**config.mk**
```make
export PLATFORM = sky130hd
export DESIGN_NAME = tcf_fifo
export DESIGN_NICKNAME = d
export VERILOG_FILES = /design/src/tcf_pkg.sv /design/src/tcf_fifo.sv
export SDC_FILE = /design/constraint.sdc
export NUM_CORES = 1
export LEC_CHECK = 0
export BUFFER_PORTS_ARGS = -buffer_cell sky130_fd_sc_hd__buf_2
export CAP_MARGIN = 20
export CORE_MARGIN = 2
export CORE_UTILIZATION = 58
export CTS_BUF_LIST = sky130_fd_sc_hd__clkbuf_8
export DETAILED_ROUTE_END_ITERATION = 10
export PLACE_DENSITY = 0.95
export SLEW_MARGIN = 5
export SYNTH_ARGS = -nofsm -noshare
export SYNTH_HDL_FRONTEND = slang
export SYNTH_SLANG_ARGS = --single-unit
```
**constraint.sdc**
```tcl
create_clock -name clock -period 7.9 [get_ports clock]
set_clock_uncertainty 0.15 [all_clocks]
set_input_delay 0.79 -clock clock [delete_from_list [all_inputs] [get_ports clock]]
set_output_delay 0.79 -clock clock [all_outputs]
set_load 0.01 [all_outputs]
```
**src/tcf_pkg.sv**
```systemverilog
// Shared types, constants and arithmetic helpers for the tilt complementary filter.
// Used by tcf_front, tcf_fifo, tcf_back and tilt_complementary_filter; no dependencies.
package tcf_pkg;

   localparam int TABLE_LEN = 24;   // entries in the arctangent table
   localparam int ACC_W     = 34;   // CORDIC angle accumulator, Q24 degrees
   localparam int ANG_W     = 29;   // accelerometer angle, room for 180 deg at 20 frac bits
   localparam int OUT_W     = 26;   // result fields and kept angle
   localparam int XY_W      = 27;   // CORDIC vector components

   localparam logic [16:0] ALPHA_RESET  = 17'd64225;
   localparam logic [23:0] GYRO_RESET   = 24'd128070;
   localparam logic [15:0] PERIOD_RESET = 16'd655;
   localparam logic [16:0] ALPHA_ONE    = 17'd65536;

   typedef enum logic [1:0] {
      CSR_ALPHA  = 2'd0,
      CSR_GYRO   = 2'd1,
      CSR_PERIOD = 2'd2
   } csr_index_type;

   typedef enum logic [2:0] {
      F_IDLE = 3'b001,
      F_CORD = 3'b010,
      F_FIN  = 3'b100
   } front_state_type;

   typedef enum logic [3:0] {
      B_IDLE = 4'b0001,
      B_ADD  = 4'b0010,
      B_MUL  = 4'b0100,
      B_FIN  = 4'b1000
   } back_state_type;

   // One classified sample handed from front to back.
   typedef struct packed {
      logic signed [ANG_W-1:0] tilt_ref;
      logic signed [OUT_W-1:0] rate;
   } pair_type;

   // atan(2^-i) in Q24 degrees
   function automatic logic [31:0] atan_q24(input logic [4:0] idx);
      logic [31:0] v;
      case (idx)
         5'd0:  v = 32'd754974720;
         5'd1:  v = 32'd445687602;
         5'd2:  v = 32'd235489088;
         5'd3:  v = 32'd119537938;
         5'd4:  v = 32'd60000934;
         5'd5:  v = 32'd30029717;
         5'd6:  v = 32'd15018523;
         5'd7:  v = 32'd7509720;
         5'd8:  v = 32'd3754917;
         5'd9:  v = 32'd1877466;
         5'd10: v = 32'd938734;
         5'd11: v = 32'd469367;
         5'd12: v = 32'd234684;
         5'd13: v = 32'd117342;
         5'd14: v = 32'd58671;
         5'd15: v = 32'd29335;
         5'd16: v = 32'd14668;
         5'd17: v = 32'd7334;
         5'd18: v = 32'd3667;
         5'd19: v = 32'd1833;
         5'd20: v = 32'd917;
         5'd21: v = 32'd458;
         5'd22: v = 32'd229;
         5'd23: v = 32'd115;
         default: v = 32'd0;
      endcase
      return v;
   endfunction

   // Round v / 2^s to nearest, halves away from zero (s constant, s >= 1).
   function automatic logic signed [63:0] rnd_shr(input logic signed [63:0] v, input int s);
      logic signed [63:0] t;
      t = v + (64'sd1 <<< (s - 1));
      if (v[63]) begin
         t = t - 64'sd1;
      end
      return t >>> s;
   endfunction

   // Saturate to +-512 degrees in Q(frac), never beyond the 26-bit range.
   function automatic logic signed [OUT_W-1:0] sat_q(input logic signed [63:0] v,
                                                     input int frac);
      logic signed [63:0] lp;
      logic signed [63:0] ln;
      lp = (64'sd512 <<< frac) - 64'sd1;
      ln = -(64'sd512 <<< frac);
      if (lp > 64'sd33554431) begin
         lp = 64'sd33554431;
      end
      if (ln < -64'sd33554432) begin
         ln = -64'sd33554432;
      end
      if (v > lp) begin
         return lp[OUT_W-1:0];
      end else if (v < ln) begin
         return ln[OUT_W-1:0];
      end
      return v[OUT_W-1:0];
   endfunction

endpackage

```
**src/tcf_fifo.sv**
```systemverilog
// Two-entry queue that decouples the front end from the back end.
// Depends on tcf_pkg.
module tcf_fifo (
   input  logic              clock,
   input  logic              reset,
   input  logic              push_valid,
   output logic              push_ready,
   input  tcf_pkg::pair_type push_data,
   output logic              pop_valid,
   input  logic              pop_ready,
   output tcf_pkg::pair_type pop_data
);

   tcf_pkg::pair_type mem [2];
   logic       wr_ptr_ff, wr_ptr_in;
   logic       rd_ptr_ff, rd_ptr_in;
   logic [1:0] count_ff, count_in;
   logic       do_push, do_pop;

   assign push_ready = (count_ff != 2'd2);
   assign pop_valid  = (count_ff != 2'd0);
   assign do_push    = push_valid && push_ready;
   assign do_pop     = pop_valid && pop_ready;
   assign pop_data   = mem[rd_ptr_ff];

   always_comb begin
      wr_ptr_in = wr_ptr_ff ^ do_push;
      rd_ptr_in = rd_ptr_ff ^ do_pop;
      count_in  = count_ff + {1'b0, do_push} - {1'b0, do_pop};
   end

   always_ff @(posedge clock) begin
      if (reset) begin
         wr_ptr_ff <= 1'b0;
         rd_ptr_ff <= 1'b0;
         count_ff  <= 2'd0;
      end else begin
         wr_ptr_ff <= wr_ptr_in;
         rd_ptr_ff <= rd_ptr_in;
         count_ff  <= count_in;
      end
      if (do_push) begin
         mem[wr_ptr_ff] <= push_data;
      end
   end

endmodule

```
* Yosys cells after proc, flatten, opt, wreduce, memory -nomap -nowiden
Memory sizes are Yosys's and may differ from the RTL's. A register that Yosys moved wholly into a read port is not among the register bits. Cells that the tools add are included.
Operators by class: bitwise gates (word level) 2, divide/modulo/power cells 0, mux-type cells 3, add/subtract/negate cells 2, shift-type cells 0, eq/ne operators 1, reductions and logical operators 3, $mul 0, order comparisons 0
Operator list (number):
- 2-to-1 mux 1 bit | 3
- adder 2 x 1 -> 2 bit | 1
- logical AND 1 bit | 2
- != test 2 bit (second input constant) | 1
- nonzero test 2 bit | 1
- subtractor 2 x 1 -> 2 bit | 1
- bitwise XOR 1 bit | 2
Word-level totals: output and inout port bits 57, bits in registers 4, memories 1, bits in read-only memories 0, latch bits 0, input bits 59, logic and storage cells 15, bits in writable memories 110
Memory list:
- mem | depth 2, bits a word 55, rd ports 1, clocked after memory_dff 1, write ports 1, RTL line tcf_fifo.sv:14 | tcf_pkg::pair_type mem [2];

* Longest topological paths before layout
depth after elaboration 4, mapped depth 6

* Worst setup path before layout
Ideal clock, no wire load.
path kind in2reg, start input push_valid, end memory mem[0][0] (netlist name) (enable), slack 5.085 ns, data required time 7.331 ns, arrival 2.246 ns, stages 2, buffers on the path 0, path through and2_1 -> ha_1
On the way: word-level cells in the longest chain between the ends 3
RTL lines:
- start: declaration | RTL line tcf_fifo.sv:6 | input logic push_valid,
- logical AND 1 bit | RTL line tcf_fifo.sv:22 | assign do_push = push_valid && push_ready;
- 2-to-1 mux 1 bit | RTL line tcf_fifo.sv:42 | if (do_push) begin
- 2-to-1 mux 1 bit (not written as such) | RTL line tcf_fifo.sv:43 | mem[wr_ptr_ff] <= push_data;
- end: declaration | RTL line tcf_fifo.sv:14
No other way between the ends.

==> results.md <==
- The total number of clock tree sinks is 114.
- The largest single stage delay on the critical path is 0.77 ns.
- The share of total power dissipated in sequential elements is 52.3%.
- Internal power comes to 1105 uW.
- Synthesis produced a netlist whose cell count is 198.
- For this run, the register share of the synthesized area comes to 80.62%.
- The synthesized design contains 114 register bits.
- Detailed placement ended at an HPWL of 4573 um.
- The critical path launch point type is a flop.
- In the routed layout, each cell is associated on average with a via count of 5.087.
- The worst max-slew margin expressed relative to the limit is 51.24%.
- The cell row count is 31.
- Max-cap violations in this run came to 0.
- In the layout the commonest cells are 115 x sky130_fd_sc_hd__buf_2, 110 x sky130_fd_sc_hd__edfxtp_1, 55 x sky130_fd_sc_hd__mux2_2, 17 x sky130_fd_sc_hd__clkbuf_8, 6 x sky130_fd_sc_hd__clkinv_2.
- The number of remaining DRC errors is 0.
- The number of buffers inserted by port buffering is 115.
- After detailed placement, the design holds a cell count of 409.
- In the final layout, the share of cells above drive strength 1 is 58.82%.
- The total of warnings raised by yosys is 0.
- 0 antenna diodes ended up in the layout.
- On the critical path the largest part of the delay comes from flip-flops.
- Clock tree synthesis inserted a total of 17 buffers.
- The maximum clock rate is 319.6 MHz.
- The leading cell type in the layout, fill and taps excluded is sky130_fd_sc_hd__buf_2.
- The critical path goes through buf_4, mux2_2, buf_2.
- At the worst endpoint, the required time is 6.96 ns.
- After the first detailed-routing iteration, the DRC count stood at 90.
- The total of fill cells in the finished design is 495.
- The worst register-to-register path begins at count_ff[0]$_SDFF_PP0_.
- The run finished with clean final reports.
- In this run the number of H-tree levels came out at 4.
- The cell type with the highest aggregate area in the netlist is sky130_fd_sc_hd__edfxtp_1.
- The end-of-flow core utilization is 72.49%.
- The count of nets left with antenna violations after detail routing is 0.
- In the final routed layout, each cell accounts on average for 16.13 um.
- The clock slew at the register clock pins of the worst setup and hold paths is 0.06 ns.
- Across the VDD grid, the largest voltage drop is 0.1955 mV.
- The number of slew-limit violations in the final report came to 0.
- The sum of overflow across all layers after global routing is 0.
- The share of total power dissipated in combinational logic is 21.0%.
- The via count of the first global-routing pass is 2181.
- The number of hold-slack violations in the final timing report is 0.
- The mapped netlist covers 0.004197 sq mm.
- Of all nets on the critical path, the largest fanout is 29.
- The initial antenna violation count is 1.
- The critical path capture point type is an output pin.
- The startpoint of the worst setup timing path is rd_ptr_ff$_SDFF_PP0_.
- The power per unit of standard cell area is 290.5 mW/mm^2.
- Ranked by total cell area, the synthesized netlist is headed by sky130_fd_sc_hd__edfxtp_1 79%, sky130_fd_sc_hd__mux2_2 15%, sky130_fd_sc_hd__dfxtp_1 1.9%, sky130_fd_sc_hd__buf_4 0.72%, sky130_fd_sc_hd__ha_1 0.60%.
- The TritonCTS clock tree is yes.
- Before antenna repair, the detailed router went through 4 iterations.
- In this run, post-CTS repair resized a total of 0 instances.
- The share of total power consumed by net switching is 26.47%.
- The placeable core region is 0.007137 sq mm.
- The clock root buffer is sky130_fd_sc_hd__clkbuf_8.
- Compared with the post-synthesis result, the final layout area differs by 23.29%.
- The post-synthesis average cell area is 21.19 sq um.
- The minimum clock period after layout is 3.129 ns.
- The placer's final routability congestion estimate is 0.7108.
- The critical path buffer and inverter count is 2.
- Setup violations remaining at the end of the flow were counted as 0.
- Setup repair after global routing left no endpoint under its margin.
- When the netlist entered floorplanning its net count stood at 259.
- Entering global routing, the biggest net connects 56 pins.
- Data arrives at the worst endpoint at 2.19 ns.
- The overall track demand over capacity in global routing is 17.80%.
- The first global-routing pass estimated 9880 um of wire.
- The number of standard cells in the layout, taps in and fillers out is 439.
- The insertion delay of the later-clocked pin in the worst-skew pair is 0.40 ns.
- The initial utilization of the core area, before any placement, comes to 58.80%.
- In this run, post-CTS hold repair placed 0 buffers.
- The floorplan die height is 89.06 um.
- The power after layout is 1503 uW.
- The clock group share of total power is 26.7%.
- Adding up every negative setup slack in the final design gives 0 ns.
- The type of the worst min-delay path is primary input to flop.
- The portion of the clock cycle consumed by the worst path in the final layout is 39.60%.
- In this run the horizontal extent of the chip is 89.06 um.
- In this run the post-CTS setup repair buffer count came out at 0.
- The final route contains 2233 vias.
- The slowest cell on the critical path is sky130_fd_sc_hd__dfxtp_2.
- The worst hold path begins at push_data[22].
- For this design the top-level I/O count stands at 116.
- The slew at the pin closest to its max-slew limit is 0.7313 ns.
- The total number of nets in the final design is 390.
- The category of the critical setup timing path is flop to output pin.
- The maximum buffer depth of the clock tree is 2.
- The static leakage is 0.001969 uW.
- The top cell type's share of synthesized area is 78.71%.
- The net load switching power is 397.8 uW.
- The area of the die is 0.007932 sq mm.
- The count of different cell masters after synthesis is 21.
- The routed design has 7081 um of wire.
==> power by group through the flow <==
stage / clock network, uW / registers [uW] / logic (uW)
floorplan: 0 / 777 / 217
global placement: 0 / 793 / 310
detailed placement: 0 / 799 / 318
CTS: 411 / 786 / 320
global route: 441 / 793 / 341
finish: 402 / 786 / 315
==> cell type report <==
type	count	area (sq um)	share of cell area, %
Sequential cell	114	3385	65.42
Clock inverter	13	56.30	1.088
Timing Repair Buffer	118	598.1	11.56
Clock buffer	17	234.0	4.522
Multi-Input combinational cell	77	773.2	14.95
Inverter	1	3.754	0.07255
Tap cell	99	123.9	2.394
==> state kept, by name (all words and copies together) (netlist names) <==
| signal | cells |
|---|---|
| mem | 110 |
| count_ff | 2 |
| rd_ptr_ff | 1 |
| wr_ptr_ff | 1 |
==> routing by layer <==
layer	up-vias	wire length (um)	share of wire [%]	GRT usage, %
met5	-	0	0	0
li1	1041	-	-	-
met1	1088	2863	40	20.32
met2	90	3632	51	28.83
met3	14	462	6.5	7.756
met4	0	123	1.7	8.955
==> worst paths after layout <==
kind / to / slack, ns / depth (start not counted)
worst min-delay path: mem[0][22]$_DFFE_PP_ / 0.42 / 1
worst max register to register: mem[0][12]$_DFFE_PP_ / 5.82 / 4
worst min register to register: wr_ptr_ff$_SDFF_PP0_ / 0.46 / 3
worst max-delay path: pop_data[37] / 4.77 / 3
==> Yosys cell counts (all sizes together) <==
master,instances
nand3,1
dfxtp,4
and2b,1
and2,1
inv,1
mux2,56
nor2,5
edfxtp,110
ha,2
a21bo,1
buf,6
or2,1
nor2b,2
xor2,1
a211oi,1
nand2b,1
o21ai,2
and3,1
a32oi,1
==> cells by family after synthesis <==
family	count (synthesis)	share of synthesized area, %
AO/OA/AOI/OAI	5	0.8648
XOR/XNOR	1	0.2087
adder cells (fa/ha/maj)	2	0.5962
buffers and inverters	7	1.043
flip-flops	114	80.62
multiplexers	56	15.03
AND/OR/NAND/NOR	13	1.640
==> stage by stage <==
step | cell area (sq um) | setup slack [ns] | hold slack, ns
final | 5174 | 4.771 | 0.4236
after global placement | 4883 | 5.171 | 0.4108
after global routing | 5174 | 4.637 | 0.3850
after floorplan | 4197 | 5.085 | 0.3735
after detailed placement | 4883 | 5.171 | 0.4643
after CTS | 5174 | 4.727 | 0.3980
Power figures use the tool's default switching activity.
