==> src/tcf_pkg.sv <==
// Shared types, constants and arithmetic helpers for the tilt complementary filter.
// Used by tcf_front, tcf_fifo, tcf_back and tilt_complementary_filter; no dependencies.
package tcf_pkg;

   localparam int TABLE_LEN = 24;   // entries in the arctangent table
   localparam int ACC_W     = 34;   // CORDIC angle accumulator, Q24 degrees
   localparam int ANG_W     = 29;   // accelerometer angle, room for 180 deg at 20 frac bits
   localparam int OUT_W     = 26;   // result fields and kept angle
   localparam int XY_W      = 27;   // CORDIC vector components

   localparam logic [16:0] ALPHA_RESET  = 17'd64225;
   localparam logic [23:0] GYRO_RESET   = 24'd128070;
   localparam logic [15:0] PERIOD_RESET = 16'd655;
   localparam logic [16:0] ALPHA_ONE    = 17'd65536;

   typedef enum logic [1:0] {
      CSR_ALPHA  = 2'd0,
      CSR_GYRO   = 2'd1,
      CSR_PERIOD = 2'd2
   } csr_index_type;

   typedef enum logic [2:0] {
      F_IDLE = 3'b001,
      F_CORD = 3'b010,
      F_FIN  = 3'b100
   } front_state_type;

   typedef enum logic [3:0] {
      B_IDLE = 4'b0001,
      B_ADD  = 4'b0010,
      B_MUL  = 4'b0100,
      B_FIN  = 4'b1000
   } back_state_type;

   // One classified sample handed from front to back.
   typedef struct packed {
      logic signed [ANG_W-1:0] tilt_ref;
      logic signed [OUT_W-1:0] rate;
   } pair_type;

   // atan(2^-i) in Q24 degrees
   function automatic logic [31:0] atan_q24(input logic [4:0] idx);
      logic [31:0] v;
      case (idx)
         5'd0:  v = 32'd754974720;
         5'd1:  v = 32'd445687602;
         5'd2:  v = 32'd235489088;
         5'd3:  v = 32'd119537938;
         5'd4:  v = 32'd60000934;
         5'd5:  v = 32'd30029717;
         5'd6:  v = 32'd15018523;
         5'd7:  v = 32'd7509720;
         5'd8:  v = 32'd3754917;
         5'd9:  v = 32'd1877466;
         5'd10: v = 32'd938734;
         5'd11: v = 32'd469367;
         5'd12: v = 32'd234684;
         5'd13: v = 32'd117342;
         5'd14: v = 32'd58671;
         5'd15: v = 32'd29335;
         5'd16: v = 32'd14668;
         5'd17: v = 32'd7334;
         5'd18: v = 32'd3667;
         5'd19: v = 32'd1833;
         5'd20: v = 32'd917;
         5'd21: v = 32'd458;
         5'd22: v = 32'd229;
         5'd23: v = 32'd115;
         default: v = 32'd0;
      endcase
      return v;
   endfunction

   // Round v / 2^s to nearest, halves away from zero (s constant, s >= 1).
   function automatic logic signed [63:0] rnd_shr(input logic signed [63:0] v, input int s);
      logic signed [63:0] t;
      t = v + (64'sd1 <<< (s - 1));
      if (v[63]) begin
         t = t - 64'sd1;
      end
      return t >>> s;
   endfunction

   // Saturate to +-512 degrees in Q(frac), never beyond the 26-bit range.
   function automatic logic signed [OUT_W-1:0] sat_q(input logic signed [63:0] v,
                                                     input int frac);
      logic signed [63:0] lp;
      logic signed [63:0] ln;
      lp = (64'sd512 <<< frac) - 64'sd1;
      ln = -(64'sd512 <<< frac);
      if (lp > 64'sd33554431) begin
         lp = 64'sd33554431;
      end
      if (ln < -64'sd33554432) begin
         ln = -64'sd33554432;
      end
      if (v > lp) begin
         return lp[OUT_W-1:0];
      end else if (v < ln) begin
         return ln[OUT_W-1:0];
      end
      return v[OUT_W-1:0];
   endfunction

endpackage

==> src/tcf_front.sv <==
// Front end: accepts IMU samples, runs the iterative CORDIC arctangent and gyro scaling.
// Depends on tcf_pkg.
module tcf_front #(
   parameter int CORDIC_STAGES = 16,
   parameter int FRAC_BITS     = 16
) (
   input  logic                  clock,
   input  logic                  reset,
   input  logic                  req_valid,
   output logic                  req_ready,
   input  logic signed [15:0]    accel_y,
   input  logic signed [15:0]    accel_z,
   input  logic signed [15:0]    gyro_x,
   input  logic [23:0]           gyro_gain,
   output logic                  push_valid,
   input  logic                  push_ready,
   output tcf_pkg::pair_type     push_data
);

   localparam int NSTG = (CORDIC_STAGES < tcf_pkg::TABLE_LEN) ? CORDIC_STAGES
                                                              : tcf_pkg::TABLE_LEN;
   localparam int CW   = (NSTG > 1) ? $clog2(NSTG) : 1;
   localparam int SHR  = 24 - FRAC_BITS;
   localparam int XW   = tcf_pkg::XY_W;
   localparam int AW   = tcf_pkg::ACC_W;

   tcf_pkg::front_state_type state_ff, state_in;
   logic signed [XW-1:0] x_ff, x_in, y_ff, y_in;
   logic signed [AW-1:0] acc_ff, acc_in;
   logic                 zero_ff, zero_in;
   logic signed [40:0]   prod_ff, prod_in;
   logic [CW-1:0]        cnt_ff, cnt_in;

   logic signed [XW-1:0] xs, ys, x0, y0, dx, dy;
   logic signed [AW-1:0] a0, tab;
   logic signed [63:0]   acc_rnd, lim180, ang;
   logic                 accept;

   assign req_ready  = (state_ff == tcf_pkg::F_IDLE);
   assign accept     = req_valid && req_ready;
   assign push_valid = (state_ff == tcf_pkg::F_FIN);

   // Pre-rotate left half-plane vectors by +-90 degrees.
   always_comb begin
      xs = {{3{accel_z[15]}}, accel_z, 8'b0};
      ys = {{3{accel_y[15]}}, accel_y, 8'b0};
      x0 = xs;
      y0 = ys;
      a0 = '0;
      if (xs[XW-1]) begin
         if (!ys[XW-1]) begin
            x0 = ys;
            y0 = -xs;
            a0 = AW'(64'sd90 <<< 24);
         end else begin
            x0 = -ys;
            y0 = xs;
            a0 = AW'(-(64'sd90 <<< 24));
         end
      end
   end

   assign dx  = y_ff >>> cnt_ff;
   assign dy  = x_ff >>> cnt_ff;
   assign tab = {2'b00, tcf_pkg::atan_q24(5'(cnt_ff))};

   // Round accumulator to Q(F) and clamp to +-180 degrees.
   always_comb begin
      acc_rnd = tcf_pkg::rnd_shr(64'(acc_ff), SHR);
      lim180  = 64'sd180 <<< FRAC_BITS;
      ang     = acc_rnd;
      if (acc_rnd > lim180) begin
         ang = lim180;
      end else if (acc_rnd < -lim180) begin
         ang = -lim180;
      end
      if (zero_ff) begin
         ang = '0;
      end
      push_data.tilt_ref = ang[tcf_pkg::ANG_W-1:0];
      push_data.rate = tcf_pkg::sat_q(tcf_pkg::rnd_shr(64'(prod_ff), SHR), FRAC_BITS);
   end

   always_comb begin
      state_in = state_ff;
      x_in     = x_ff;
      y_in     = y_ff;
      acc_in   = acc_ff;
      zero_in  = zero_ff;
      prod_in  = prod_ff;
      cnt_in   = cnt_ff;
      case (state_ff)
         tcf_pkg::F_IDLE: begin
            if (accept) begin
               x_in     = x0;
               y_in     = y0;
               acc_in   = a0;
               zero_in  = (accel_y == 16'sd0) && (accel_z == 16'sd0);
               prod_in  = $signed(gyro_x) * $signed({1'b0, gyro_gain});
               cnt_in   = '0;
               state_in = tcf_pkg::F_CORD;
            end
         end
         tcf_pkg::F_CORD: begin
            // one micro-rotation per cycle
            if (!y_ff[XW-1]) begin
               x_in   = x_ff + dx;
               y_in   = y_ff - dy;
               acc_in = acc_ff + tab;
            end else begin
               x_in   = x_ff - dx;
               y_in   = y_ff + dy;
               acc_in = acc_ff - tab;
            end
            cnt_in = cnt_ff + 1'b1;
            if (cnt_ff == CW'(NSTG - 1)) begin
               state_in = tcf_pkg::F_FIN;
            end
         end
         tcf_pkg::F_FIN: begin
            if (push_ready) begin
               state_in = tcf_pkg::F_IDLE;
            end
         end
         default: state_in = tcf_pkg::F_IDLE;
      endcase
   end

   always_ff @(posedge clock) begin
      if (reset) begin
         state_ff <= tcf_pkg::F_IDLE;
      end else begin
         state_ff <= state_in;
      end
      x_ff    <= x_in;
      y_ff    <= y_in;
      acc_ff  <= acc_in;
      zero_ff <= zero_in;
      prod_ff <= prod_in;
      cnt_ff  <= cnt_in;
   end

endmodule

==> config.mk <==
export PLATFORM = sky130hd
export DESIGN_NAME = tcf_front
export DESIGN_NICKNAME = d
export VERILOG_FILES = /design/src/tcf_pkg.sv /design/src/tcf_front.sv
export SDC_FILE = /design/constraint.sdc
export NUM_CORES = 2
export LEC_CHECK = 0
export ABC_CLOCK_PERIOD_IN_PS = 9660
export BUFFER_PORTS_ARGS = -buffer_cell sky130_fd_sc_hd__buf_2
export CAP_MARGIN = 20
export CORE_ASPECT_RATIO = 1.75
export CORE_UTILIZATION = 65
export DETAILED_ROUTE_END_ITERATION = 8
export PLACE_DENSITY = 0.9
export REMOVE_ABC_BUFFERS = 1
export SKIP_CTS_REPAIR_TIMING = 1
export SYNTH_ARGS = -nofsm -noshare
export SYNTH_HDL_FRONTEND = slang
export SYNTH_SLANG_ARGS = --single-unit
==> constraint.sdc <==
create_clock -name clock -period 9.66 [get_ports clock]
set_input_delay 1.932 -clock clock [delete_from_list [all_inputs] [get_ports clock]]
set_output_delay 1.932 -clock clock [all_outputs]
set_load 0.1 [all_outputs]
# Yosys cells after proc, flatten, opt, wreduce, memory -nomap -nowiden
# Memory sizes are Yosys's and may differ from the RTL's. A register that Yosys moved wholly into a read port is not among the register bits.
# Cells that the tools add are included.
# word_totals
reg_bits,137
romBits,480
inputBits,76
output_inout_bits,57
wordCells,75
mem_count,1
# op_classes
add_sub_neg,13
n_mul,1
magnitude_cmp,4
eq_ne,7
shift,2
n_mux,32
n_reduce_logical,8
# mem_list
memory,words,word_bits,read_ports,rd_clocked_by_memory_dff,wr,line_no,source
(name not given),16,30,1,1,0,tcf_pkg.sv:44,case (idx)
# ops
cell,count
$mux 27,8
$mux 34,4
$mux 64,2
$pmux 27 s2,2
$mux 29,3
$mux 26,3
$pmux 34 s2,1
$gt 56x25->1 const B,1
$gt 56x26->1 const B,1
$lt 56x25->1 const B,1
$lt 56x26->1 const B,1
$add 27x27->27,2
$neg 24->27,2
$sshr 27x4->27,2
$sub 27x27->27,2
$sub 42x2->43 const B,1
$add 41x9->42 const B,1
$mul 16x25->41,1
$sub 35x2->36 const B,1
$add 34x9->35 const B,1
$add 34x33->34,1
$sub 34x33->34,1
$logic_not 16->1,2
$mux 3,3
other kinds (15),20

# Depth between registers and ports, before layout
# depth
ltp_word,7
depth_mapped,26
ltp_nobuf,25

# Worst setup path after synthesis
# No wires, ideal clock.
# synth_timing
kind,register to output
startpoint,reg acc_ff[9]
endpoint,out push_data[29] (netlist name)
arrival_time_ps,6742
path_slack_ps,986
path_stages_with_launch,17
path_cell_list,edfxtp_1 > clkbuf_1 > nand4_1 > clkbuf_1 > or3_1 > a221oi_1 > o2111ai_1 > nor2_1 > o211ai_1 > xnor2_1 > a211oi_1 > o21ai_0 > nand4_1 > ha_1 > clkbuf_1 > clkbuf_1 > nor4b_1
# synth_rtl
item,line_no,source
start: declaration,tcf_front.sv:29,"logic signed [AW-1:0] acc_ff, acc_in;"
start signal: assignment,tcf_front.sv:137,acc_ff <= acc_in;
end: declaration,tcf_front.sv:17,output tcf_pkg::pair_type push_data

# Worst setup path in the final report
# layout_timing
startpoint,in gyro_x[15]
endpoint,"reg prod_ff[40], data pin"
# layout_between
elab_chain_len,1
# layout_rtl
item,line_no,source
start: declaration,tcf_front.sv:13,"input logic signed [15:0] gyro_x,"
$mul 16x25->41,tcf_front.sv:99,"prod_in = $signed(gyro_x) * $signed({1'b0, gyro_gain});"
end signal: assignment,tcf_front.sv:139,prod_ff <= prod_in;
end: declaration,tcf_front.sv:31,"logic signed [40:0] prod_ff, prod_in;"
# Every way passes these cells.
# A chain may end at the register's enable or synchronous reset.

==> out/results.txt <==
Crit. End Element: register
Leakage: 14.59 nW
Cell Pwr Density: 318.8 nW/um2
GRT Util Overall: 35.65%
Total Routed Length: 87.35 mm
Root Buffer: clkbuf_16
Ys async rst share: 0%
Tcrit/Tclk final: 92.21%
Final Critical Period: 8907 ps
Register area share after synthesis: 14.72%
Vias in the first global route: 28,720
Ys Warns: 0
Worst-Skew Late Latency: 470 ps
DR vias/cell: 6.350
Port bufs: 132
Synthesized area: 31,820 um2
Clk slew on worst S/H paths: 70 ps
Top-count cell post-synth: inv_1
# DRC: 0
Full die area: 49,880 um2
RSZ-0062 raised after global routing: false
Drt wl/cell: 19.75 um
Core ar.: 48,010 um2
Max cap viols: 0
Top cells by area, synth: fa_1, edfxtp_1, ha_1, xnor2_1, inv_1
Top cell type's share of synthesized area: 19.44%
EDFF count, synth: 134
# nets final: 4,389
Syn Area/Cell: 8.445 um2
Area grow syn2layout: 4.715%
H-tree levels: 4
Worst-Margin Slew: 1137 ps
Final GP Congestion: 0.9777
First-pass GRT wire length: 140.5 mm
Largest net degree at the start of global routing: 64
Final Max Slew Viols: 0
Startpoint types: input pin
Ratio of cells with drive above 1 in the final layout: 8.241%
Outcome: finished clean
CTS tree: built
Top post-synthesis cells by count: inv_1, nand2_1, fa_1
Final setup fails: 0
Gr ovfl total: 0
Crit path max fanout: 14
Cell taking the most area after synthesis: fa_1
HPWL Detailed: 69.12 mm
Cells after Synth: 3,768
IO Count: 133
Starting density of the core: 66.28%
Peak supply drop: 0.0002867 V
Arrival @ worst endpoint: 9120 ps
Site row count: 106
Initial antenna violation count: 3
Kind of critical path: input pin to register
N_diodes: 0
Library cells used by synthesis: 91
Clock sink count: 167
DRT Pass-1 Iters: 6
Tightest Hold Check Type: register to register
Fmax: 112.3 MHz
Inst Count DP: 4,387
Total CTS buffers: 17
CP required: 9870 ps
Layout Skew: 18.00 ps
Max_slew headroom: 23.52%
Final Non-Filler Cells: 4,422
Yosys reg bits: 167
Final-report hold violation count: 0
DR vias: 28,080
Setup_tns: 0 ps
Iteration-0 DRC Markers: 2,465
Detail Route Antenna Nets: 0
Die H: 294.7 um
Chip width: 169.3 um
Dominant synthesized flop cell: edfxtp_1
Maximum clock path buffer count: 2
kinds of logic (layout without fill, tap and decap cells):
| family | count (synthesis) | count (layout) | synth area share [%] |
|---|---|---|---|
| adders and majority gates | 552 | 552 | 28.99 |
| muxes | 111 | 111 | 5.933 |
| xor gates and xnor gates | 303 | 303 | 8.340 |
| and+or+nand+nor | 1277 | 1277 | 20.06 |
| DFF | 167 | 167 | 14.72 |
| buffers and inverters | 649 | 655 | 7.848 |
| AOI/OAI and AO/OA | 709 | 709 | 14.10 |
registers in the layout, summed over array words and instances, names as in the netlist:
signal and count:
acc_ff 34, cnt_ff 4, prod_ff 41, state_ff 3
tab 30, x_ff 27, y_ff 27, zero_ff 1
per-layer routing:
metal / wire length (um) / share of wire, % / track usage [%] / up-vias
met5: 41 / 0.047 / 0.7078 / -
met4: 6520 / 7.5 / 25.60 / 6
met3: 5909 / 6.8 / 6.284 / 425
met2: 46030 / 53 / 66.01 / 1318
met1: 28860 / 33 / 35.33 / 13480
li1: - / - / - / 12850
cell type report:
class	count	area, um2
inverter	463	1740
timing repair buffer	160	878.3
clock inverter	13	120.1
fill	3798	14690
multi-input combinational	2952	24650
clock buffer	19	432.9
sequential	167	4684
tap	648	810.8
worst paths after layout:
check / endpoint / from / slack (ps) / cells after the start
max: prod_ff[40] / gyro_x[15] / 750 / 24
min: state_ff[2] / state_ff[0] / 540 / 1
max reg2reg: y_ff[26] / cnt_ff[0] / 2540 / 18
min reg2reg: state_ff[2] / state_ff[0] / 540 / 1
stage by stage:
stage	hold slack [ps]	area (um2)	util (%)	total power [mW]	setup WS [ps]
final	539.5	33320	69.40	10.62	752.5
after global routing	577.8	33320	69.40	11.64	330.9
after CTS	541.5	33290	69.34	10.56	804.1
after detailed placement	525.9	32740	68.19	9.854	339.8
after global placement	508.4	32740	68.19	9.553	598.4
after floorplan	451.2	31060	-	7.898	159.9
worst max-delay path: stages:
cell       delay, ps
buf_2            300
clkinv_1         240
buf_4            250
nor2_1           170
fa_1             440
fa_1             520
fa_1             520
fa_1             530
fa_1             540
inv_1             50
fa_1             530
inv_1             50
ha_1             220
a2111oi_0        360
o21ai_0          170
a221o_1          310
a41oi_1          320
o311ai_0         320
a21oi_1          270
o21ai_0          220
a211o_1          330
a21oi_1          230
o21ai_0          130
xnor2_1          140
placed cells by master, fill, tap and decap left out, types with 38 or more instances in the layout:
master    count
nor3_1       91
fa_1        309
o21ai_0     162
nand2_1     402
and2_1      193
nand4_1      41
mux4_2       60
buf_2       132
a21oi_1     200
a31oi_1      41
ha_1        243
o211ai_1     38
nand3_1      68
edfxtp_1    134
nor2_1      242
nand2b_1     39
xor2_1      104
nor4_1       46
inv_1       459
a21o_1       51
xnor2_1     199
report_power, final:
group | internal (mW) | switching, mW | total, mW
combinational | 3.44 | 4.97 | 8.41
sequential | 1.28 | 0.254 | 1.53
clock | 0.358 | 0.321 | 0.679
total | 5.08 | 5.55 | 10.6
Note: power is estimated with default switching activity, not from simulation.
