## src/tcf_pkg.sv

```systemverilog
// Shared types, constants and arithmetic helpers for the tilt complementary filter.
// Used by tcf_front, tcf_fifo, tcf_back and tilt_complementary_filter; no dependencies.
package tcf_pkg;

   localparam int TABLE_LEN = 24;   // entries in the arctangent table
   localparam int ACC_W     = 34;   // CORDIC angle accumulator, Q24 degrees
   localparam int ANG_W     = 29;   // accelerometer angle, room for 180 deg at 20 frac bits
   localparam int OUT_W     = 26;   // result fields and kept angle
   localparam int XY_W      = 27;   // CORDIC vector components

   localparam logic [16:0] ALPHA_RESET  = 17'd64225;
   localparam logic [23:0] GYRO_RESET   = 24'd128070;
   localparam logic [15:0] PERIOD_RESET = 16'd655;
   localparam logic [16:0] ALPHA_ONE    = 17'd65536;

   typedef enum logic [1:0] {
      CSR_ALPHA  = 2'd0,
      CSR_GYRO   = 2'd1,
      CSR_PERIOD = 2'd2
   } csr_index_type;

   typedef enum logic [2:0] {
      F_IDLE = 3'b001,
      F_CORD = 3'b010,
      F_FIN  = 3'b100
   } front_state_type;

   typedef enum logic [3:0] {
      B_IDLE = 4'b0001,
      B_ADD  = 4'b0010,
      B_MUL  = 4'b0100,
      B_FIN  = 4'b1000
   } back_state_type;

   // One classified sample handed from front to back.
   typedef struct packed {
      logic signed [ANG_W-1:0] tilt_ref;
      logic signed [OUT_W-1:0] rate;
   } pair_type;

   // atan(2^-i) in Q24 degrees
   function automatic logic [31:0] atan_q24(input logic [4:0] idx);
      logic [31:0] v;
      case (idx)
         5'd0:  v = 32'd754974720;
         5'd1:  v = 32'd445687602;
         5'd2:  v = 32'd235489088;
         5'd3:  v = 32'd119537938;
         5'd4:  v = 32'd60000934;
         5'd5:  v = 32'd30029717;
         5'd6:  v = 32'd15018523;
         5'd7:  v = 32'd7509720;
         5'd8:  v = 32'd3754917;
         5'd9:  v = 32'd1877466;
         5'd10: v = 32'd938734;
         5'd11: v = 32'd469367;
         5'd12: v = 32'd234684;
         5'd13: v = 32'd117342;
         5'd14: v = 32'd58671;
         5'd15: v = 32'd29335;
         5'd16: v = 32'd14668;
         5'd17: v = 32'd7334;
         5'd18: v = 32'd3667;
         5'd19: v = 32'd1833;
         5'd20: v = 32'd917;
         5'd21: v = 32'd458;
         5'd22: v = 32'd229;
         5'd23: v = 32'd115;
         default: v = 32'd0;
      endcase
      return v;
   endfunction

   // Round v / 2^s to nearest, halves away from zero (s constant, s >= 1).
   function automatic logic signed [63:0] rnd_shr(input logic signed [63:0] v, input int s);
      logic signed [63:0] t;
      t = v + (64'sd1 <<< (s - 1));
      if (v[63]) begin
         t = t - 64'sd1;
      end
      return t >>> s;
   endfunction

   // Saturate to +-512 degrees in Q(frac), never beyond the 26-bit range.
   function automatic logic signed [OUT_W-1:0] sat_q(input logic signed [63:0] v,
                                                     input int frac);
      logic signed [63:0] lp;
      logic signed [63:0] ln;
      lp = (64'sd512 <<< frac) - 64'sd1;
      ln = -(64'sd512 <<< frac);
      if (lp > 64'sd33554431) begin
         lp = 64'sd33554431;
      end
      if (ln < -64'sd33554432) begin
         ln = -64'sd33554432;
      end
      if (v > lp) begin
         return lp[OUT_W-1:0];
      end else if (v < ln) begin
         return ln[OUT_W-1:0];
      end
      return v[OUT_W-1:0];
   endfunction

endpackage

```

## src/tcf_back.sv

```systemverilog
// Back end: gyro integration, complementary blend, kept angle and result register.
// Depends on tcf_pkg.
module tcf_back #(
   parameter int FRAC_BITS = 16
) (
   input  logic                  clock,
   input  logic                  reset,
   input  logic                  pop_valid,
   output logic                  pop_ready,
   input  tcf_pkg::pair_type     pop_data,
   input  logic [16:0]           alpha,
   input  logic [15:0]           period,
   output logic                  rsp_valid,
   input  logic                  rsp_ready,
   output logic signed [25:0]    tilt_angle,
   output logic signed [25:0]    tilt_rate
);

   localparam int OW = tcf_pkg::OUT_W;
   localparam int GW = tcf_pkg::ANG_W;

   tcf_pkg::back_state_type state_ff, state_in;
   logic signed [OW-1:0] angle_ff, angle_in;
   logic signed [OW-1:0] rate_ff, rate_in;
   logic signed [GW-1:0] accel_ff, accel_in;
   logic signed [42:0]   prod1_ff, prod1_in;
   logic signed [31:0]   diff_ff, diff_in;
   logic signed [49:0]   prod2_ff, prod2_in;
   logic                 rsp_valid_ff, rsp_valid_in;
   logic signed [OW-1:0] out_angle_ff, out_angle_in, out_rate_ff, out_rate_in;

   logic [16:0]          alpha_c;
   logic signed [63:0]   diff_w, mix;
   logic signed [OW-1:0] new_angle;
   logic                 out_free, fire;

   assign alpha_c    = alpha[16] ? tcf_pkg::ALPHA_ONE : alpha;
   assign pop_ready  = (state_ff == tcf_pkg::B_IDLE);
   assign out_free   = !rsp_valid_ff || rsp_ready;
   assign fire       = (state_ff == tcf_pkg::B_FIN) && out_free;
   assign rsp_valid  = rsp_valid_ff;
   assign tilt_angle = out_angle_ff;
   assign tilt_rate  = out_rate_ff;

   // pred - accel; the blend is alpha*(pred - accel) + accel<<16
   assign diff_w = 64'(angle_ff) + tcf_pkg::rnd_shr(64'(prod1_ff), 16) - 64'(accel_ff);
   assign mix    = 64'(prod2_ff) + (64'(accel_ff) <<< 16);
   assign new_angle = tcf_pkg::sat_q(tcf_pkg::rnd_shr(mix, 16), FRAC_BITS);

   always_comb begin
      state_in     = state_ff;
      angle_in     = angle_ff;
      rate_in      = rate_ff;
      accel_in     = accel_ff;
      prod1_in     = prod1_ff;
      diff_in      = diff_ff;
      prod2_in     = prod2_ff;
      out_angle_in = out_angle_ff;
      out_rate_in  = out_rate_ff;
      rsp_valid_in = rsp_valid_ff && !rsp_ready;
      case (state_ff)
         tcf_pkg::B_IDLE: begin
            if (pop_valid) begin
               rate_in  = pop_data.rate;
               accel_in = pop_data.tilt_ref;
               prod1_in = $signed(pop_data.rate) * $signed({1'b0, period});
               state_in = tcf_pkg::B_ADD;
            end
         end
         tcf_pkg::B_ADD: begin
            diff_in  = diff_w[31:0];
            state_in = tcf_pkg::B_MUL;
         end
         tcf_pkg::B_MUL: begin
            prod2_in = diff_ff * $signed({1'b0, alpha_c});
            state_in = tcf_pkg::B_FIN;
         end
         tcf_pkg::B_FIN: begin
            if (fire) begin
               angle_in     = new_angle;
               out_angle_in = new_angle;
               out_rate_in  = rate_ff;
               rsp_valid_in = 1'b1;
               state_in     = tcf_pkg::B_IDLE;
            end
         end
         default: state_in = tcf_pkg::B_IDLE;
      endcase
   end

   always_ff @(posedge clock) begin
      if (reset) begin
         state_ff     <= tcf_pkg::B_IDLE;
         angle_ff     <= '0;
         rsp_valid_ff <= 1'b0;
      end else begin
         state_ff     <= state_in;
         angle_ff     <= angle_in;
         rsp_valid_ff <= rsp_valid_in;
      end
      rate_ff      <= rate_in;
      accel_ff     <= accel_in;
      prod1_ff     <= prod1_in;
      diff_ff      <= diff_in;
      prod2_ff     <= prod2_in;
      out_angle_ff <= out_angle_in;
      out_rate_ff  <= out_rate_in;
   end

endmodule

```

## config.mk

```make
export PLATFORM = sky130hd
export DESIGN_NAME = tcf_back
export DESIGN_NICKNAME = d
export VERILOG_FILES = /design/src/tcf_pkg.sv /design/src/tcf_back.sv
export SDC_FILE = /design/constraint.sdc
export NUM_CORES = 2
export LEC_CHECK = 0
export BUFFER_PORTS_ARGS = -buffer_cell sky130_fd_sc_hd__buf_2
export CELL_PAD_IN_SITES_DETAIL_PLACEMENT = 0
export CELL_PAD_IN_SITES_GLOBAL_PLACEMENT = 2
export CORE_UTILIZATION = 25
export DETAILED_ROUTE_END_ITERATION = 8
export PLACE_DENSITY = 0.61
export SLEW_MARGIN = 20
export SYNTH_ARGS = -nofsm -noshare
export SYNTH_HDL_FRONTEND = slang
export SYNTH_SLANG_ARGS = --single-unit
export TNS_END_PERCENT = 10
```

## constraint.sdc

```tcl
create_clock -name clock -period 7.7 [get_ports clock]
set_input_delay 0 -clock clock [delete_from_list [all_inputs] [get_ports clock]]
set_output_delay 0 -clock clock [all_outputs]
set_load 0.02 [all_outputs]
```

# Yosys cells after proc, flatten, opt, wreduce, memory -nomap -nowiden
# Index checks and enable logic that the tools add are counted.
[word_totals] regBits=263 out_inout_bits=54
[op_classes] addsub=7 multipliers=2 order_cmp=2 eq_ne=6 n_mux=13 n_reduce_logical=8
[ops] cell="26-bit two-way mux" n=3
[ops] cell="64-bit two-way mux" n=1
[ops] cell="52-bit by 2-bit subtractor with 53-bit output (second input constant)" n=1
[ops] cell="51-bit by 17-bit adder with 52-bit output (second input constant)" n=1
[ops] cell="50-bit by 45-bit adder with 51-bit output" n=1
[ops] cell="32-bit by 18-bit multiplier with 50-bit output" n=1
[ops] cell="48-bit by 26-bit greater-than comparator with 1-bit output (second input constant)" n=1
[ops] cell="48-bit by 26-bit less-than comparator with 1-bit output (second input constant)" n=1
[ops] cell="48-bit two-way mux" n=1
[ops] cell="44-bit by 2-bit subtractor with 45-bit output (second input constant)" n=1
[ops] cell="43-bit by 17-bit adder with 44-bit output (second input constant)" n=1
[ops] cell="26-bit by 17-bit multiplier with 43-bit output" n=1
[ops] cell="26-bit by 32-bit adder with 32-bit output" n=1
[ops] cell="32-bit by 29-bit subtractor with 32-bit output" n=1
[ops] cell="17-bit two-way mux" n=1
[ops] cell="4-bit case mux with 4 select lines" n=1
[ops] cell="4-bit two-way mux" n=2
[ops] cell="2-bit AND reduction" n=3
[ops] cell="4-bit by 1-bit equality test with 1-bit output (second input constant)" n=1
[ops] cell="4-bit by 2-bit equality test with 1-bit output (second input constant)" n=1
[ops] cell="4-bit by 3-bit equality test with 1-bit output (second input constant)" n=1
[ops] cell="4-bit equality test (second input constant)" n=1
[ops] cell="1-bit two-way mux" n=4
[ops] cell="2-bit != test (second input constant)" n=2
[ops] cell="other kinds (3)" n=5

# Logic depth before layout (Yosys ltp)
[depth] depth_word=8 mapped_depth=32 mapped_depth_nobuf=30

# Worst setup path before layout
# Ideal clock, no wire load.
[synth_path] path_kind="reg-to-reg" startpoint="register diff_ff[7]" endpoint="register prod2_ff[48] (data pin)" setup_ns=0.260 t_arrival_ns=7.118 required_ns=7.440 path_slack_ns=0.323 stages_incl_launch_ff=30 path_buffers=1 synth_period_minus_slack_ns=7.377 path_cell_list="edfxtp_1 > clkbuf_1 > and2_1 > fa_1 > inv_1 > fa_1 > fa_1 > inv_1 > fa_1 > inv_1 > fa_1 > fa_1 > inv_1 > ha_1 > o21ai_0 > nand2b_1 > and4_1 > and3_1 > a21oi_1 > a31o_2 > o21ai_0 > o41a_1 > a41oi_1 > nor2b_1 > o21ai_0 > o21ai_0 > a31oi_1 > o21ai_0 > a21boi_0 > xnor2_1"
[synth_between] elab_chain_len=1
[synth_lines] item="from (decl)" line_no="tcf_back.sv:27" source="logic signed [31:0] diff_ff, diff_in;"
[synth_lines] item="from (signal assigned)" line_no="tcf_back.sv:104" source="diff_ff <= diff_in;"
[synth_lines] item="32-bit by 18-bit multiplier with 50-bit output" line_no="tcf_back.sv:75" source="prod2_in = diff_ff * $signed({1'b0, alpha_c});"
[synth_lines] item="to (signal assigned)" line_no="tcf_back.sv:105" source="prod2_ff <= prod2_in;"
[synth_lines] item="to (decl)" line_no="tcf_back.sv:28" source="logic signed [49:0] prod2_ff, prod2_in;"
# No other way between the ends.
# A chain may end at the register's enable or synchronous reset.

# Final worst setup path
[layout_path] startpoint="register diff_ff[5]" endpoint="register prod2_ff[46] (data pin)"
# Same word-level chain as after synthesis.

==> metrics.md <==
| Metric | Value |
|---|---|
| Critical Path RT | 8050 ps |
| # Post-CTS Setup Buffers | 0 |
| Startpoint types | flip-flop |
| Met3 usage | under 10% |
| Post-Syn Nets | between 6k and 7k |
| Remaining DRCs | 0 |
| Worst-Margin Slew | around 1000 ps |
| Wirelength per Cell | ~19 um |
| First-pass detailed-route iteration total | 5 |
| CTS tree | done |
| Lkg Pwr | about 25 nW |
| Initial antenna violation count | 2 |
| Tot GR Track Use | around 16% |
| Fin. Hold Viols | 0 |
| I/O Buffers | approximately 150 |
| Syn Area/Cell | around 9.4 um^2 |
| HP Class | in -> reg |
| Die ar. | 200000 um^2 |
| Gate Count Post-Synth | about 5.3k |
| GR Layer Usage met2 | 28.1% |
| GR Overflow Total | 0 |
| Inserted Clock Buffers | 37 |
| Final Max Tran Viols | 0 |
| Crit-path max FO | 6 |
| Slowest CP cell | fa_1 |
| Die height | approximately 450 um |
| Top cell by count, worst path | fa_1 |
| Ant diodes | 0 |
| Routed vias | roughly 36k |
| Width of the die | between 400 and 500 um |
| M1 GR Usage | approximately 20% |
| Busiest grt layer | met2 |
| Clock skew | 40.9 ps |
| Yosys cell types | 96 |
| Largest delay contributor family on the critical path | adder cells |
| Initial detailed-routing violation count | ~1.6k |
| RD Place Congestion | between 0.8 and 0.9 |
| Status | finished, final reports clean |
| CORE AREA | around 200000 um^2 |
| Clock sink count | about 260 |
| Clock slew at reported path FFs | around 60 ps |
| Final setup violation count | 0 |
| Vias per Instance | ~4.4 |
| Starting Density | 25.1% |
| Area leader, netlist | fa_1 |
| Largest net degree at the start of global routing | 55 |
| DP Worst Slack | -82.4 ps |
| Seq/Total Area, Yosys | 15.3% |
| Clk root buf | clkbuf_16 |
| CP max stage delay | roughly 600 ps |
| Fin crit share | a little over nine tenths |
| Post-layout min period | roughly 7300 ps |
| Clk buf depth | 3 |
| First-pass GRT wire length | 238000 um |
| Final hold slack | roughly 48 ps |
| Synth-to-layout area growth | 13.8% |
| Top-area cell type share of the netlist area | 38.6% |
| Fmax | 137 MHz |
| Fillcell total | between 20k and 25k |
| CP Capture Type | flip-flop |
| Largest cells by area after synthesis | fa_1 39%, edfxtp_1 14%, inv_1 8.1%, ha_1 7.4%, nand2_1 5.5% |
| DRT antenna net count | 0 |
| Clk_lat worst skew | around 610 ps |
| Final wirelength | approximately 150000 um |
| Max Cap Viol | 0 |
| Bufs and invs on worst path | 6 |
| Unrepaired setup endpoints after global routing | yes |
| Maximum vdd drop | ~0.44 mV |
| EDFF count, synth | approximately 230 |
| Nets | 6862 |
| PD cells | between 400 and 500 nW/um^2 |
| Crit path DAT | roughly 7600 ps |
| Vias in the first global route | 39.0k |
| H-tree depth | 2 |
| Max-slew headroom | 33.5% |
| Post-synthesis register bit count | around 260 |
| Top-count cell post-synth | inv_1 |
| # rows | about 160 |
| Share of layout cells above drive strength 1 | a little under a tenth |
| Worst setup margin | ~410 ps |
| Cell area after synthesis | a little under 50000 um^2 |
| # IOs | approximately 150 |
| Setup Crit Path Kind | reg -> reg |
| Commonest cells in the netlist | 1065 x inv_1, 956 x fa_1, 730 x nand2_1, 405 x and2_1, 291 x ha_1 |
| Synth Flop Type | edfxtp_1 |
| Dpl hpwl | between 100000 and 150000 um |
| Total number of yosys warnings | 0 |
| Synth async-reset ratio | 0% |
stage by stage:
step	cells	total power [W]	TNS [ps]	instance area [um^2]	utilization, %
2_1_floorplan	5285	0.0187	0	49500	-
6_report	8189	0.0269	0	56400	28.6
3_5_place_dp	8064	0.0254	-137	54500	27.7
5_1_grt	8189	0.0302	-13.2	56400	28.6
3_3_place_gp	8064	0.0254	-35.5	54500	27.7
4_1_cts	8189	0.0273	0	56300	28.6
sequential cells by signal, summed over array words and instances, names as in the netlist:
register	cells
tilt_rate	26
tilt_angle	26
accel_ff	29
rate_ff	26
prod1_ff	43
rsp_valid	1
angle_ff	26
diff_ff	32
state_ff	4
prod2_ff	50
worst paths after layout:
| check | start | cells after the start | slack (ps) | to |
|---|---|---|---|---|
| setup / recovery | diff_ff[5] | 30 | 410 | prod2_ff[46] |
| hold / removal | period[1] | 3 | 50 | prod1_ff[1] |
| setup reg to reg | diff_ff[5] | 30 | 410 | prod2_ff[46] |
| hold reg to reg | rate_ff[0] | 0 | 410 | tilt_rate[0] |
worst min-delay path, stage by stage:
cell	delay, ps
buf_2	230
and2_1	170
ha_1	130
what timing repair did:
item | 4_1_cts | 5_1_grt
cloned | 0 | 0
hold buffers | 60 | 0
resized for setup | 1 | 17
pin swaps | 0 | 1
hold endpoints to repair | 61 | 0
endpoints found under the setup margin | 2 | 14
routing by layer:
metal  wire length (um)  vias up
met2              78200      487
met5                  0        -
met4               3410        0
li1                   -    16900
met3               3920      116
met1              67900    18400
cells by family after synthesis:
family                   after synthesis  share of synthesized area (%)
AND/OR/NAND/NOR                     1718                           17.2
buffers and inverters               1278                           9.75
adder cells (fa/ha/maj)             1247                           46.0
AO/OA/AOI/OAI                        528                           7.27
flip-flops                           263                           15.3
XOR/XNOR                             240                           4.26
multiplexers                          11                          0.232
placed cells by master, fill, tap and decap left out, types with 36 or more instances in the layout:
cell              n
ha_1            291
clkbuf_16        38
o21ai_0          86
nor3_1           51
a21o_1           56
nand4_1          36
edfxtp_1        232
nor2_1          179
xnor2_1         174
fa_1            956
buf_4           194
nand3_1          72
a21oi_1         131
and2_1          405
nand2_1         730
dlygate4sd3_1    60
and3_1           37
xor2_1           65
inv_1          1064
buf_2           145
layout make-up:
cell class / count / area (um^2) / share of cell area, %
inverters: 1065 / 4000 / 7.09
clock inverters: 23 / 233 / 0.413
repair buffers: 412 / 3040 / 5.40
flip-flops and latches: 263 / 7590 / 13.5
multi-input cells: 3744 / 37200 / 66.1
clock buffers: 42 / 966 / 1.71
well taps: 2640 / 3300 / 5.86
power by group:
part	internal [W]	total, W	leakage, nW	switching, W
combinational	0.00951	0.0221	22.3	0.0126
sequential	0.00290	0.00309	2.38	0.000196
clock	0.00101	0.00175	0.573	0.000744
Power figures use the tool's default switching activity.
